<file path="config.mk">
export PLATFORM = sky130hd
export DESIGN_NAME = bgbm_front_flat
export DESIGN_NICKNAME = d
export VERILOG_FILES = /design/src/rtl/bgbm_pkg.sv /design/src/rtl/bgbm_ifs.sv /design/src/rtl/bgbm_front.sv /design/src/flat_wrapper.sv
export SDC_FILE = /design/constraint.sdc
export NUM_CORES = 1
export LEC_CHECK = 0
export BUFFER_PORTS_ARGS = -buffer_cell sky130_fd_sc_hd__buf_4
export CORE_MARGIN = 2
export CORE_UTILIZATION = 35
export CTS_CLUSTER_SIZE = 40
export DETAILED_ROUTE_END_ITERATION = 7
export PLACE_DENSITY_LB_ADDON = 0.25
export SLEW_MARGIN = 20
export SYNTH_ARGS = -nofsm -noshare
export SYNTH_HDL_FRONTEND = slang
export SYNTH_SLANG_ARGS = --single-unit
</file>
<file path="constraint.sdc">
create_clock -name clk -period 4 [get_ports clk]
set_input_delay 0.4 -clock clk [delete_from_list [all_inputs] [get_ports clk]]
set_output_delay 0.4 -clock clk [all_outputs]
set_load 0.005 [all_outputs]
</file>
<file path="src/rtl/bgbm_pkg.sv">
// ----------------------------------------------------------------------------
// bgbm_pkg
// Types, constants and the coefficient lookup of the banded Gram multiply.
// ----------------------------------------------------------------------------
`default_nettype none

package bgbm_pkg;

    // Field widths.
    localparam int SAMPLE_W    = 32;
    localparam int LEN_W       = 17;
    localparam int ROW_W       = 16;
    localparam int COEF_W      = 30;
    localparam int FRAC_BITS   = 30;
    localparam int TAPS        = 5;
    localparam int WIN_DEPTH   = 4;
    localparam int QUEUE_DEPTH = 4;
    localparam int PTR_W       = $clog2(QUEUE_DEPTH);
    localparam int CNT_W       = $clog2(QUEUE_DEPTH + 1);
    localparam int PROD_W      = SAMPLE_W + COEF_W;
    localparam int SUM_W       = PROD_W + 3;

    // Register indexes of the configuration port.
    localparam logic [1:0] REG_LENGTH   = 2'd0;
    localparam logic [1:0] REG_ORDER    = 2'd1;
    localparam logic [1:0] REG_BOUNDARY = 2'd2;

    // Boundary modes and the order code that selects the pentadiagonal stencil.
    localparam logic [1:0] MODE_RIGHT_FREE = 2'd1;
    localparam logic [1:0] MODE_LEFT_FREE  = 2'd2;
    localparam logic [1:0] ORDER_PENTA     = 2'd3;

    // Vector length limits and reset values.
    localparam logic [LEN_W-1:0] MIN_LENGTH   = 17'd5;
    localparam logic [LEN_W-1:0] MAX_LENGTH   = 17'd65536;
    localparam logic [1:0]       RESET_ORDER  = 2'd2;
    localparam logic [1:0]       RESET_MODE   = 2'd0;

    typedef logic signed [SAMPLE_W-1:0] sample_t;
    typedef logic [COEF_W-1:0]          coef_t;
    typedef logic [ROW_W-1:0]           row_t;
    typedef logic [LEN_W-1:0]           len_t;
    typedef logic signed [PROD_W-1:0]   prod_t;
    typedef logic signed [SUM_W-1:0]    sum_t;

    // Q0.30 coefficients, rounded to nearest.
    localparam coef_t Q_TWO_THIRDS  = 30'd715827883;
    localparam coef_t Q_SIXTH       = 30'd178956971;
    localparam coef_t Q_THIRD       = 30'd357913941;
    localparam coef_t Q_11_20       = 30'd590558003;
    localparam coef_t Q_13_60       = 30'd232644062;
    localparam coef_t Q_1_120       = 30'd8947849;
    localparam coef_t Q_5_24        = 30'd223696213;
    localparam coef_t Q_7_60        = 30'd125269879;
    localparam coef_t Q_FIFTH       = 30'd214748365;
    localparam coef_t Q_1_60        = 30'd17895697;

    // Order 3 stencil: interior by distance, and corner blocks of the two end types.
    localparam coef_t INTERIOR3 [3] = '{Q_11_20, Q_13_60, Q_1_120};
    localparam coef_t HOMOG3 [3][3] = '{
        '{Q_THIRD, Q_5_24, Q_1_120},
        '{Q_5_24, Q_11_20, Q_13_60},
        '{Q_1_120, Q_13_60, Q_11_20}};
    localparam coef_t FREE3 [3][3] = '{
        '{Q_FIFTH, Q_7_60, Q_1_60},
        '{Q_7_60, Q_THIRD, Q_5_24},
        '{Q_1_60, Q_5_24, Q_11_20}};

    // Active configuration as the datapath sees it.
    typedef struct packed {
        logic       ord3;
        logic [1:0] mode;
        len_t       len;
    } cfg_t;

    // One job: the newest five samples (tap j holds column k-j) and the sample index.
    typedef struct packed {
        sample_t [TAPS-1:0] taps;
        row_t               k;
        logic               last;
    } job_t;

    // Write side of the job queue.
    typedef struct packed {
        logic push;
        job_t job;
    } queue_wr_t;

    // Read side of the job queue.
    typedef struct packed {
        logic valid;
        job_t job;
    } queue_rd_t;

    // Row tag that travels with a product through the pipeline.
    typedef struct packed {
        row_t row;
        logic eov;
    } tag_t;

    // Gram matrix entry for row and column row+d; zero outside the matrix.
    function automatic coef_t coef_fn(input cfg_t cfg, input row_t row,
                                      input logic signed [2:0] d);
        logic signed [LEN_W+1:0] col;
        logic signed [LEN_W+1:0] last_idx;
        logic signed [LEN_W+1:0] row_s;
        logic signed [LEN_W+1:0] rr;
        logic signed [LEN_W+1:0] rc;
        logic [2:0]              ad;
        logic                    left_free;
        logic                    right_free;
        coef_t                   w;
        row_s      = $signed({3'b000, row});
        col        = row_s + (LEN_W+2)'(d);
        last_idx   = $signed({2'b00, cfg.len}) - (LEN_W+2)'(1);
        rr         = last_idx - row_s;
        rc         = last_idx - col;
        ad         = d[2] ? 3'(-d) : 3'(d);
        left_free  = (cfg.mode == MODE_LEFT_FREE);
        right_free = (cfg.mode == MODE_RIGHT_FREE);
        w          = '0;
        if (col < 0 || col > last_idx) begin
            w = '0;
        end
        else if (!cfg.ord3) begin
            if (ad == 3'd1) begin
                w = Q_SIXTH;
            end
            else if (ad == 3'd0) begin
                w = ((left_free && row == '0) || (right_free && rr == 0)) ?
                    Q_THIRD : Q_TWO_THIRDS;
            end
        end
        else if (row <= 2 && col <= 2) begin
            w = left_free ? FREE3[row[1:0]][col[1:0]] : HOMOG3[row[1:0]][col[1:0]];
        end
        else if (rr <= 2 && rc <= 2) begin
            w = right_free ? FREE3[rr[1:0]][rc[1:0]] : HOMOG3[rr[1:0]][rc[1:0]];
        end
        else begin
            w = INTERIOR3[ad[1:0]];
        end
        return w;
    endfunction

endpackage

`default_nettype wire

</file>
<file path="src/rtl/bgbm_ifs.sv">
// ----------------------------------------------------------------------------
// bgbm channel interfaces
// Valid/ready channels for input samples and for product beats.
// ----------------------------------------------------------------------------
`default_nettype none

interface bgbm_sample_if;
    import bgbm_pkg::*;

    logic    valid;
    logic    ready;
    sample_t sample;

    modport source (output valid, output sample, input ready);
    modport sink   (input valid, input sample, output ready);
endinterface


`default_nettype wire

</file>
<file path="src/rtl/bgbm_front.sv">
// ----------------------------------------------------------------------------
// bgbm_front
// Accepts samples, keeps the sample window and position in the vector, and
// queues a job for every sample that releases at least one row.
// ----------------------------------------------------------------------------
`default_nettype none

module bgbm_front (
    input  logic                  clk,
    input  logic                  rst_n,
    input  bgbm_pkg::cfg_t        cfg,
    input  logic                  restart,
    bgbm_sample_if.sink           samples,
    input  logic                  queue_full,
    output bgbm_pkg::queue_wr_t   wr
);
    import bgbm_pkg::*;

    sample_t    window_reg [WIN_DEPTH];
    len_t       count_reg;
    len_t       count_next;
    len_t       k;
    logic [1:0] lag;
    logic       last;
    logic       emit;
    logic       accept;

    // A sample is taken whenever the queue has room.
    assign samples.ready = !queue_full;
    assign accept        = samples.valid && samples.ready;

    // Classify the sample: its index, whether it closes the vector, whether a row is due.
    always_comb
    begin
        k    = (count_reg >= cfg.len) ? '0 : count_reg;
        lag  = cfg.ord3 ? 2'd2 : 2'd1;
        last = (k == cfg.len - LEN_W'(1));
        emit = last || (k >= LEN_W'(lag));
    end

    // Build the job from the incoming sample and the window.
    always_comb
    begin
        wr.push        = accept && emit;
        wr.job.taps[0] = samples.sample;
        for (int i = 1; i < TAPS; i++)
        begin
            wr.job.taps[i] = window_reg[i-1];
        end
        wr.job.k    = k[ROW_W-1:0];
        wr.job.last = last;
    end

    // Position in the vector; a register write starts a new vector.
    always_comb
    begin
        count_next = count_reg;
        if (restart)
        begin
            count_next = '0;
        end
        else if (accept)
        begin
            count_next = last ? '0 : k + LEN_W'(1);
        end
    end

    always_ff @(posedge clk or negedge rst_n)
    begin
        if (!rst_n)
        begin
            count_reg <= '0;
        end
        else
        begin
            count_reg <= count_next;
        end
    end

    // Sample window; columns before the vector start carry zero weight.
    // It is cleared at reset so that those columns never hold an unknown value.
    always_ff @(posedge clk or negedge rst_n)
    begin
        if (!rst_n)
        begin
            for (int i = 0; i < WIN_DEPTH; i++)
            begin
                window_reg[i] <= '0;
            end
        end
        else if (accept)
        begin
            window_reg[0] <= samples.sample;
            for (int i = 1; i < WIN_DEPTH; i++)
            begin
                window_reg[i] <= window_reg[i-1];
            end
        end
    end

endmodule

`default_nettype wire

</file>
<file path="src/flat_wrapper.sv">
// flat-port wrapper written by rule: the top's interface ports become plain ports
module bgbm_front_flat import bgbm_pkg::*;
  (clk, rst_n, cfg, restart, queue_full, wr, samples_valid, samples_sample, samples_ready);
  bgbm_sample_if samples_i ();
  input  logic clk;
  input  logic rst_n;
  input  bgbm_pkg::cfg_t cfg;
  input  logic restart;
  input  logic queue_full;
  output bgbm_pkg::queue_wr_t wr;
  input wire logic [$bits(samples_i.valid)-1:0] samples_valid;
  input wire logic [$bits(samples_i.sample)-1:0] samples_sample;
  output wire logic [$bits(samples_i.ready)-1:0] samples_ready;
  assign samples_i.valid = samples_valid;
  assign samples_i.sample = samples_sample;
  assign samples_ready = samples_i.ready;
  bgbm_front u_core (.clk(clk), .rst_n(rst_n), .cfg(cfg), .restart(restart), .samples(samples_i), .queue_full(queue_full), .wr(wr));
endmodule
</file>
==> out/metrics.yaml <==
start_kind: "flip-flop"
yosysWarnings: 0
setup_violations: 0
layout_setup_ws_ns: 0.215
cp-end-kind: "output pin"
place_ws_ns: 0.259
drive_above_1_share_pct: 26.4
clkTransAtPathRegs_ns: 0.06
tightest_slew_ns: 1.13
fin_tns_setup_ns: 0
seq_area_frac_synth_pct: 48.5
grt.overflow.total: 0
synth-main-ff-cell: "dfrtp_1"
cp_slowest_stage_delay_ns: 0.49
num_vias: 6615
grt_pass1_wl_um: 33100
routed_wl_um: 20400
synth_fa_ha_area_share_pct: 3.51
yosys.area_share.xor_xnor_pct: 3.66
slew_headroom_pct: 24.4
cap_violations: 0
synth_edf_count: 0
drv_slew: 0
grt_use_met3_pct: 4.67
yosys.cell_types.count: 60
finalHoldViolCount: 0
io_pins: 236
synth_mux_area_share_pct: 0.134
grt_pass1_vias: 6521
fin_crit_sh_pct: 94.6
vdd_drop_max_mv: 0.264
rsz0062_at_grt: "false"
totalPowerFinal_mw: 4.25
critPathSlowestCell: "o311ai_2"
largest_reg_flops: 128
drt-pass1-iter-count: 5
dp.cells: 1353
critPathTopFamily: "compound AO/OA/AOI/OAI gates"
grt_max_degree: 93
power_leakage_nw: 5.27
syn_to_final_growth_pct: 31.2
met1_usage_pct: 24.0
tritoncts: "built"
grt_use_total_pct: 18.4
initial_utilization_pct: 35.6
finalNonFillerCells: 1384
die_area_sq_mm: 0.0226
syn_area_per_cell_sq_um: 8.20
row_count: 53
syn_nets: 990
crit_chain: "ha_1, nand4_1, or2_1, o311ai_2, o211ai_1, a222oi_1, nand4_2, buf_4, inv_1, buf_4"
arrival_ns: 3.39
pwr_density_cell_mw_per_mm2: 433
io_buffers: 233
synth-simple-area-share_pct: 30.4
period_minus_slack_ns: 3.79
antenna_found_initial: 0
cts_buffer_depth: 2
final_antenna_net_count: 0
final_common_cell: "nand2_1"
syn_inst: 912
dpl.hpwl_um: 14400
min_path_type: "in2async"
coreArea_sq_mm: 0.0210
drcViolationCount: 0
drt_iter0_markers: 552
antenna_cells: 0
cts_hold_buf: 0
clock_sinks: 145
timing.hold.ws_ns: 0.0269
clkLatencyLatePin_ns: 0.41
worst-path-max-fanout: 15
synth_top_family_by_area: "simple AND/OR/NAND/NOR gates"
cts_max_level: 4
grt_use_met2_pct: 29.8
die_y_um: 150
clock_tree.root_cell: "clkbuf_16"
cts_buffers: 17
cp.required_ns: 3.60
nets: 1175
busiest_layer: "met2"
clock-skew-final_ns: 0.00693
critPathBufInv: 3
place_congestion: 0.839
synth_area_sq_mm: 0.00748
cp_common_cell: "buf_4"
final_cell_mix: "423 x nand2_1, 244 x buf_4, 144 x dfrtp_1"
synth_compound_area_share_pct: 6.17
routedWlPerCell_um: 14.7
die_w_um: 150
synth_seq_cells: 145
synthArstFlopShare_pct: 100
status: "finished, final reports clean"
viasPerCell: 4.78
crit_type: "reg2out"
fmax_mhz: 264
-- per-layer routing --
metal	share of wire, %	routed length, um
met3	6.0	1220
met5	0	0
met2	48	9810
met4	2.0	399
met1	44	8960
-- synth_stat cells, drive strengths merged (2+ instances only) --
library cell	number	area (sq um)
nor4b	2	17.5
o21ai	20	100
o22ai	6	37.5
clkbuf	39	146
nor3b	6	45.0
nor2	27	104
nand3	11	55.1
nand4	15	100
and2	10	62.6
o211ai	7	52.6
nor4	11	98.8
nor3	9	50.1
a32o	2	20.0
dfrtp	145	3630
buf	40	312
xor2	2	17.5
or3	2	13.8
or2	2	12.5
and3	5	31.3
ha	21	263
nand2	424	1590
a31oi	7	43.8
and4	2	20.0
xnor2	25	234
a31o	2	17.5
nand2b	2	12.5
nor2b	4	25.0
a21oi	13	65.1
inv	31	116
-- where the power goes --
part / switching [mW] / internal (mW)
clock: 0.618 / 0.976
combinational: 0.388 / 0.427
sequential: 0.163 / 1.68
total: 1.17 / 3.09
-- worst paths after layout --
| path | to | slack, ns | depth (start not counted) | from |
|---|---|---|---|---|
| min | u_core.wr[157] | 0.03 | 1 | rst_n |
| max in group asynchronous | u_core.count_reg[14] | 2.94 | 2 | rst_n |
| max reg2reg | u_core.count_reg[14] | 0.50 | 15 | u_core.count_reg[2] |
| min in group clk | u_core.count_reg[15] | 0.18 | 2 | restart |
| max | wr[0] | 0.21 | 10 | u_core.count_reg[16] |
| min reg2reg | u_core.wr[162] | 0.47 | 2 | u_core.wr[162] |
-- what timing repair did --
item / 4_1_cts / 5_1_grt
endpoints found under the setup margin: 0 / 4
buffers inserted: 0 / 0
gates resized for setup: 0 / 3
hold endpoints to repair: 0 / 0
-- metrics by stage --
step	cell area [sq um]	utilization [%]
final	9820	46.7
after global routing	9820	46.7
after CTS	9810	46.7
after detailed placement	9220	43.9
after global placement	9220	43.9
after floorplan	7480	-
-- kinds of logic after synthesis --
logic type      after synthesis
simple gates                536
flops                       145
buf+inv                     110
compound gates               71
xor+xnor                     28
fa+ha+maj                    21
mux                           1
-- cell type report --
type	instances	area, sq um
Clock buffer	17	425
Tap cell	275	344
Sequential cell	145	3630
Clock inverter	14	163
Multi-Input combinational cell	657	3300
Timing Repair Buffer	245	1840
Fill cell	2050	11200
Inverter	31	116
No activity file was read; power rests on OpenSTA's default activity.
