==> config.mk <==
export PLATFORM = sky130hd
export DESIGN_NAME = bgbm_queue
export DESIGN_NICKNAME = d
export VERILOG_FILES = /design/src/rtl/bgbm_pkg.sv /design/src/rtl/bgbm_queue.sv
export SDC_FILE = /design/constraint.sdc
export NUM_CORES = 1
export LEC_CHECK = 0
export ABC_AREA = 1
export BUFFER_PORTS_ARGS = -buffer_cell sky130_fd_sc_hd__buf_4
export CAP_MARGIN = 20
export CORE_ASPECT_RATIO = 1.25
export CORE_MARGIN = 10
export CORE_UTILIZATION = 35
export CTS_CLUSTER_SIZE = 8
export DETAILED_ROUTE_END_ITERATION = 7
export SLEW_MARGIN = 10
export SYNTH_ARGS = -nofsm -noshare
export SYNTH_HDL_FRONTEND = slang
export SYNTH_SLANG_ARGS = --single-unit
export TNS_END_PERCENT = 10
==> constraint.sdc <==
create_clock -name clk -period 5.1 [get_ports clk]
set_clock_uncertainty 0.1 [all_clocks]
set_input_delay 0.765 -clock clk [delete_from_list [all_inputs] [get_ports clk]]
set_output_delay 0.765 -clock clk [all_outputs]
set_load 0.005 [all_outputs]
==> src/rtl/bgbm_pkg.sv <==
// ----------------------------------------------------------------------------
// bgbm_pkg
// Types, constants and the coefficient lookup of the banded Gram multiply.
// ----------------------------------------------------------------------------
`default_nettype none

package bgbm_pkg;

    // Field widths.
    localparam int SAMPLE_W    = 32;
    localparam int LEN_W       = 17;
    localparam int ROW_W       = 16;
    localparam int COEF_W      = 30;
    localparam int FRAC_BITS   = 30;
    localparam int TAPS        = 5;
    localparam int WIN_DEPTH   = 4;
    localparam int QUEUE_DEPTH = 4;
    localparam int PTR_W       = $clog2(QUEUE_DEPTH);
    localparam int CNT_W       = $clog2(QUEUE_DEPTH + 1);
    localparam int PROD_W      = SAMPLE_W + COEF_W;
    localparam int SUM_W       = PROD_W + 3;

    // Register indexes of the configuration port.
    localparam logic [1:0] REG_LENGTH   = 2'd0;
    localparam logic [1:0] REG_ORDER    = 2'd1;
    localparam logic [1:0] REG_BOUNDARY = 2'd2;

    // Boundary modes and the order code that selects the pentadiagonal stencil.
    localparam logic [1:0] MODE_RIGHT_FREE = 2'd1;
    localparam logic [1:0] MODE_LEFT_FREE  = 2'd2;
    localparam logic [1:0] ORDER_PENTA     = 2'd3;

    // Vector length limits and reset values.
    localparam logic [LEN_W-1:0] MIN_LENGTH   = 17'd5;
    localparam logic [LEN_W-1:0] MAX_LENGTH   = 17'd65536;
    localparam logic [1:0]       RESET_ORDER  = 2'd2;
    localparam logic [1:0]       RESET_MODE   = 2'd0;

    typedef logic signed [SAMPLE_W-1:0] sample_t;
    typedef logic [COEF_W-1:0]          coef_t;
    typedef logic [ROW_W-1:0]           row_t;
    typedef logic [LEN_W-1:0]           len_t;
    typedef logic signed [PROD_W-1:0]   prod_t;
    typedef logic signed [SUM_W-1:0]    sum_t;

    // Q0.30 coefficients, rounded to nearest.
    localparam coef_t Q_TWO_THIRDS  = 30'd715827883;
    localparam coef_t Q_SIXTH       = 30'd178956971;
    localparam coef_t Q_THIRD       = 30'd357913941;
    localparam coef_t Q_11_20       = 30'd590558003;
    localparam coef_t Q_13_60       = 30'd232644062;
    localparam coef_t Q_1_120       = 30'd8947849;
    localparam coef_t Q_5_24        = 30'd223696213;
    localparam coef_t Q_7_60        = 30'd125269879;
    localparam coef_t Q_FIFTH       = 30'd214748365;
    localparam coef_t Q_1_60        = 30'd17895697;

    // Order 3 stencil: interior by distance, and corner blocks of the two end types.
    localparam coef_t INTERIOR3 [3] = '{Q_11_20, Q_13_60, Q_1_120};
    localparam coef_t HOMOG3 [3][3] = '{
        '{Q_THIRD, Q_5_24, Q_1_120},
        '{Q_5_24, Q_11_20, Q_13_60},
        '{Q_1_120, Q_13_60, Q_11_20}};
    localparam coef_t FREE3 [3][3] = '{
        '{Q_FIFTH, Q_7_60, Q_1_60},
        '{Q_7_60, Q_THIRD, Q_5_24},
        '{Q_1_60, Q_5_24, Q_11_20}};

    // Active configuration as the datapath sees it.
    typedef struct packed {
        logic       ord3;
        logic [1:0] mode;
        len_t       len;
    } cfg_t;

    // One job: the newest five samples (tap j holds column k-j) and the sample index.
    typedef struct packed {
        sample_t [TAPS-1:0] taps;
        row_t               k;
        logic               last;
    } job_t;

    // Write side of the job queue.
    typedef struct packed {
        logic push;
        job_t job;
    } queue_wr_t;

    // Read side of the job queue.
    typedef struct packed {
        logic valid;
        job_t job;
    } queue_rd_t;

    // Row tag that travels with a product through the pipeline.
    typedef struct packed {
        row_t row;
        logic eov;
    } tag_t;

    // Gram matrix entry for row and column row+d; zero outside the matrix.
    function automatic coef_t coef_fn(input cfg_t cfg, input row_t row,
                                      input logic signed [2:0] d);
        logic signed [LEN_W+1:0] col;
        logic signed [LEN_W+1:0] last_idx;
        logic signed [LEN_W+1:0] row_s;
        logic signed [LEN_W+1:0] rr;
        logic signed [LEN_W+1:0] rc;
        logic [2:0]              ad;
        logic                    left_free;
        logic                    right_free;
        coef_t                   w;
        row_s      = $signed({3'b000, row});
        col        = row_s + (LEN_W+2)'(d);
        last_idx   = $signed({2'b00, cfg.len}) - (LEN_W+2)'(1);
        rr         = last_idx - row_s;
        rc         = last_idx - col;
        ad         = d[2] ? 3'(-d) : 3'(d);
        left_free  = (cfg.mode == MODE_LEFT_FREE);
        right_free = (cfg.mode == MODE_RIGHT_FREE);
        w          = '0;
        if (col < 0 || col > last_idx) begin
            w = '0;
        end
        else if (!cfg.ord3) begin
            if (ad == 3'd1) begin
                w = Q_SIXTH;
            end
            else if (ad == 3'd0) begin
                w = ((left_free && row == '0) || (right_free && rr == 0)) ?
                    Q_THIRD : Q_TWO_THIRDS;
            end
        end
        else if (row <= 2 && col <= 2) begin
            w = left_free ? FREE3[row[1:0]][col[1:0]] : HOMOG3[row[1:0]][col[1:0]];
        end
        else if (rr <= 2 && rc <= 2) begin
            w = right_free ? FREE3[rr[1:0]][rc[1:0]] : HOMOG3[rr[1:0]][rc[1:0]];
        end
        else begin
            w = INTERIOR3[ad[1:0]];
        end
        return w;
    endfunction

endpackage

`default_nettype wire

==> src/rtl/bgbm_queue.sv <==
// ----------------------------------------------------------------------------
// bgbm_queue
// Short job queue between the front and the back end.
// ----------------------------------------------------------------------------
`default_nettype none

module bgbm_queue (
    input  logic                  clk,
    input  logic                  rst_n,
    input  bgbm_pkg::queue_wr_t   wr,
    input  logic                  pop,
    output logic                  full,
    output bgbm_pkg::queue_rd_t   rd
);
    import bgbm_pkg::*;

    job_t             mem_reg [QUEUE_DEPTH];
    logic [PTR_W-1:0] wr_ptr_reg;
    logic [PTR_W-1:0] wr_ptr_next;
    logic [PTR_W-1:0] rd_ptr_reg;
    logic [PTR_W-1:0] rd_ptr_next;
    logic [CNT_W-1:0] count_reg;
    logic [CNT_W-1:0] count_next;

    assign full     = (count_reg == CNT_W'(QUEUE_DEPTH));
    assign rd.valid = (count_reg != '0);
    assign rd.job   = mem_reg[rd_ptr_reg];

    // Pointer and fill bookkeeping.
    always_comb
    begin
        wr_ptr_next = wr_ptr_reg;
        rd_ptr_next = rd_ptr_reg;
        if (wr.push)
        begin
            wr_ptr_next = (wr_ptr_reg == PTR_W'(QUEUE_DEPTH - 1)) ? '0 :
                          wr_ptr_reg + PTR_W'(1);
        end
        if (pop)
        begin
            rd_ptr_next = (rd_ptr_reg == PTR_W'(QUEUE_DEPTH - 1)) ? '0 :
                          rd_ptr_reg + PTR_W'(1);
        end
        case ({wr.push, pop})
            2'b10:   count_next = count_reg + CNT_W'(1);
            2'b01:   count_next = count_reg - CNT_W'(1);
            default: count_next = count_reg;
        endcase
    end

    always_ff @(posedge clk or negedge rst_n)
    begin
        if (!rst_n)
        begin
            wr_ptr_reg <= '0;
            rd_ptr_reg <= '0;
            count_reg  <= '0;
        end
        else
        begin
            wr_ptr_reg <= wr_ptr_next;
            rd_ptr_reg <= rd_ptr_next;
            count_reg  <= count_next;
        end
    end

    // Job storage.
    always_ff @(posedge clk)
    begin
        if (wr.push)
        begin
            mem_reg[wr_ptr_reg] <= wr.job;
        end
    end

endmodule

`default_nettype wire

==> flow_summary.ini, run 1 <==
[cts]
cts_hold_buf = 1
clk_path_buf_depth = 3
cts_tree = yes
cts.htree.levels = 3
clk-insertion-delay-late_ns = 0.63
clkTransAtPathRegs_ns = 0.05
cts_setup_buffers = 0
cts_buffers = 99
cts-root-buf = clkbuf_16
cts_resized = 0
cts_sinks = 715

[timing]
tns_ns = 0
period_needed_ns = 3.92
max_freq_ghz = 0.255
rsz0062_at_grt = false
timing.final.hold_violations = 0
hold_slack_ns = 0.223
setup_viol = 0
slew-limit-headroom = 0.300
period_share = 0.768
tightest_slew_ns = 1.05
slew_viol_final = 0
worst_slack_ns = 1.18

[detailed_routing]
wl_met1_um = 26000
wl_met3_um = 4200
viasPerCell = 4.74
ant_nets = 0
drt_first_pass_iters = 7
routed_wl_um = 68000
maxUsedRoutingLayer = met5
wl_per_cell_um = 19.0
drt_iter0_drc = 1092
drc = 0
met2WireLength_um = 36000
num_vias = 16900

[power_and_ir_drop]
ir_worst_vdd_v = 0.000313
p_total_w = 0.0195
power_density_nw_per_um2 = 562
leakage_nw = 13.8

[global_routing]
gr-total-overflow = 0
grt_max_degree = 145
grt_pass1_vias = 17000
grt_usage = 0.143
grt_antenna_before_repair = 3
grt_pass1_wl_um = 102000

[critical_path]
critPathCaptureType = output port
r2r-end = mem_reg[1][114]
cp_max_fo = 88
worstSetupPathType = flip-flop to output port
regToRegSetupSlack_ns = 2.74
crit_start = rd_ptr_reg[1]
arrival_ns = 3.05
cp-start-kind = flip-flop
crit_required_ns = 4.24
r2r-start = wr_ptr_reg[1]
ff2ff_path_depth = 5

[run_status]
status = completed

[die]
die_area_um2 = 92500
ioPinCount = 360
die_h_um = 338
fp.dieW_um = 274
rows = 116
core_area_um2 = 80100
initial_utilization = 0.353

[layout]
syn_to_final_growth_pct = 22.9
final_cell_area_um2 = 34700
nets = 2674
largest_reg_flops = 708
drive_gt1_frac = 0.198
fillers = 7199

[job]
drv_cap = 0

[yosys]
synth_cell_types = 18
avgSynthCellArea_um2 = 13.3
synth_area_um2 = 28200
synth_fp_nets = 2307
ys_seq_elements = 715
ys_seq_area_frac = 0.759
yosysWarnings = 0
syn_inst = 2119

[min_path]
whs_path_depth = 1
hold_path_startpoint = wr[130]
hold_path.class = primary input to flip-flop
min_to = mem_reg[1][130]

[placed_design]
dpl.hpwl_um = 42100
gp_congestion = 0.791
placed_area_um2 = 32100
post-place-ws_ns = 1.78
io_buffers = 359
## cells in the mapped netlist
cell | n | area, um^2
edfxtp_1 | 708 | 21300
nand2_1 | 544 | 2040
inv_1 | 367 | 1380
o211ai_1 | 354 | 2660
buf_2 | 73 | 365
clkbuf_1 | 37 | 139
dfrtp_1 | 7 | 175
buf_4 | 6 | 45.0
ha_1 | 6 | 75.1
o21ai_0 | 5 | 25.0
buf_6 | 2 | 22.5
inv_2 | 2 | 7.51
nand3_1 | 2 | 10.0
nor2_1 | 2 | 7.51
fa_1 | 1 | 20.0
nand4_1 | 1 | 6.26
nor3_1 | 1 | 5.00
xnor2_1 | 1 | 8.76
## per-layer routing
layer	up-vias	track usage
met5	-	0
met4	4	0.0555
met3	104	0.0371
met2	422	0.259
met1	8264	0.159
li1	8126	-
## where the power goes
part,internal [W],leakage (nW),switching (W)
sequential,0.00754,6.59,0.000279
combinational,0.00230,5.91,0.00363
clock,0.00350,1.30,0.00226
total,0.0134,13.8,0.00616
## layout make-up
cell class	instances	area [um^2]	share of cell area
clock buffer	118	2590	0.0746
sequential	715	21400	0.617
tap	1062	1330	0.0383
inverter	369	1420	0.0410
timing repair buffer	384	3020	0.0870
antenna	1	2.50	0.0000720
multi-input combinational	917	4860	0.140
clock inverter	6	66.3	0.00191
## critical path: stages (launching register included)
cell	delay, ns
dfrtp_4	0.74
inv_6	0.70
buf_4	0.42
o211ai_1	0.20
nand2_1	0.12
buf_4	0.12
## logic make-up after synthesis
group,synth area share
AO/OA/AOI/OAI,0.0950
XOR/XNOR,0.000310
adder cells (fa/ha/maj),0.00337
buffers and inverters,0.0693
flip-flops,0.759
AND/OR/NAND/NOR,0.0733
## worst max path at each step
stage                          endpoint
after global routing            rd[127]
after global placement          rd[127]
final                           rd[127]
after CTS                       rd[127]
after detailed placement        rd[127]
after floorplan           mem_reg[2][0]
## cell usage in the layout (no fill, tap or decap), types with 2 or more instances in the layout
master	count
edfxtp_1	708
nand2_1	544
buf_4	372
inv_1	363
o211ai_1	354
clkbuf_16	101
clkbuf_1	17
buf_12	11
ha_1	6
dfrtp_1	6
o21ai_0	5
inv_8	4
inv_6	3
nand3_1	2
nor2_1	2
inv_16	2
## through the flow
step	std cells	util
after floorplan	2119	-
after global placement	3446	0.400
after detailed placement	3446	0.400
after CTS	3571	0.433
after global routing	3572	0.434
final	3572	0.434
Power figures use the tool's default switching activity.
==> run 2, diff against run 1 <==
==> constraint.sdc (replaced) <==
create_clock -name clk -period 3.3 [get_ports clk]
set_clock_uncertainty 0.1 [all_clocks]
set_input_delay 0.495 -clock clk [delete_from_list [all_inputs] [get_ports clk]]
set_output_delay 0.495 -clock clk [all_outputs]
set_load 0.005 [all_outputs]
==> flow_summary.ini, run 2 (synthesis gave the netlist of run 1 again) <==
[run_status]
status = completed

[die]
core_area_um2 = 80100
die_h_um = 338
ioPinCount = 360
fp.dieW_um = 274
rows = 116
die_area_um2 = 92500
initial_utilization = 0.353

[timing]
slew_viol_final = 0
timing.final.hold_violations = 0
max_freq_ghz = 0.319
hold_slack_ns = 0.104
rsz0062_at_grt = false
slew-limit-headroom = 0.360
tns_ns = 0
period_share = 0.949
setup_viol = 0
period_needed_ns = 3.13
tightest_slew_ns = 0.961

[cts]
clkTransAtPathRegs_ns = 0.05
cts_setup_buffers = 0
cts_buffers = 100
clk_path_buf_depth = 3
cts_sinks = 715
cts_tree = yes
cts-root-buf = clkbuf_16
clk-insertion-delay-late_ns = 0.65
cts.htree.levels = 3

[job]
drv_cap = 0

[global_routing]
grt_usage = 0.146
grt_pass1_vias = 18400
grt_max_degree = 128
grt_antenna_before_repair = 6
grt_pass1_wl_um = 105000
gr-total-overflow = 0

[critical_path]
ff2ff_path_depth = 5
critPathCaptureType = output port
crit_required_ns = 2.70
regToRegSetupSlack_ns = 1.24
worstSetupPathType = flip-flop to output port
arrival_ns = 2.54
cp_max_fo = 78
cp-start-kind = flip-flop

[layout]
largest_reg_flops = 708
final_cell_area_um2 = 36700
fillers = 7011
layout_common_cells = edfxtp_1, nand2_1, buf_4
syn_to_final_growth_pct = 29.8
layout_commonest_cell = edfxtp_1
utilization = 0.458
drive_gt1_frac = 0.191
nets = 2860

[min_path]
hold_path.class = primary input to async pin

[detailed_routing]
drc = 0
drt_first_pass_iters = 5
ant_nets = 0
num_vias = 17700
wl_per_cell_um = 18.3
routed_wl_um = 68900
drt_iter0_drc = 814
viasPerCell = 4.71

[placed_design]
placed_area_um2 = 32200
gp_congestion = 0.772
io_buffers = 359
dpl.hpwl_um = 41300

[power_and_ir_drop]
switchingPower_w = 0.00962
swShare = 0.315
pwr-share-seq = 0.393
ir_worst_vdd_v = 0.000629
power_density_nw_per_um2 = 832
intPower_w = 0.0209
clkPwrFrac = 0.295
pwr-share-comb = 0.312
leakage_nw = 14.6
run 2: cell types whose count changed in the layout (fill, tap and decap cells not counted), sizes merged, moves of 3 or more:
cell | before | now
buf | 383 | 390
inv | 372 | 367
clkinvlp | 1 | 4
clkinv | 2 | 6
dlygate4sd3 | 1 | 179
clkbuf | 118 | 122
run 2: area by class of cell:
type | instances | area (um^2) | area share
clock inverter | 8 | 114 | 0.00310
inverter | 369 | 1420 | 0.0386
timing repair buffer | 569 | 4870 | 0.133
sequential | 715 | 21400 | 0.584
antenna | 3 | 7.51 | 0.000205
multi-input combinational | 917 | 4900 | 0.134
clock buffer | 122 | 2610 | 0.0711
tap | 1062 | 1330 | 0.0362
run 2: metal layers:
metal / global-route usage / share of wire / vias up
li1: - / - / 8508
met1: 0.160 / 0.38 / 8645
met2: 0.265 / 0.53 / 449
met3: 0.0361 / 0.064 / 133
met4: 0.0640 / 0.032 / 6
met5: 0 / 0.00049 / -
run 2: per-stage QoR:
stage	total power [W]	cells	setup slack, ns
2_1_floorplan	0.0171	2119	-0.513
5_1_grt	0.0324	3764	0.0185
6_report	0.0305	3765	0.169
3_3_place_gp	0.0216	3453	0.797
3_5_place_dp	0.0217	3453	0.760
4_1_cts	0.0311	3762	0.0357
run 2: final timing paths:
check | from | to
max in group asynchronous | rst_n | wr_ptr_reg[0]
worst max register to register | wr_ptr_reg[1] | mem_reg[0][132]
min in group clk | wr[177] | wr_ptr_reg[0]
worst min register to register | count_reg[2] | count_reg[2]
worst min-delay path | rst_n | count_reg[0]
worst max-delay path | rd_ptr_reg[0] | rd[57]
run 2: critical path, stage by stage, from the launching register on:
cell and delay, ns:
dfrtp_1 0.48, clkinv_8 0.36, buf_4 0.42, o211ai_1 0.29, nand2_1 0.11, buf_4 0.15
run 2: power by group through the flow:
stage	Sequential, W	Combinational (W)	Clock, W
2_1_floorplan	0.0122	0.00491	0
3_3_place_gp	0.0121	0.00947	0
3_5_place_dp	0.0122	0.00958	0
4_1_cts	0.0120	0.00980	0.00930
5_1_grt	0.0121	0.0106	0.00966
6_report	0.0120	0.00952	0.00899
run 2: what timing repair did:
action | 4_1_cts | 5_1_grt
hold buffers | 179 | 0
hold endpoints to repair | 717 | 0
setup endpoints to repair | 0 | 48
gates resized for setup | 0 | 1
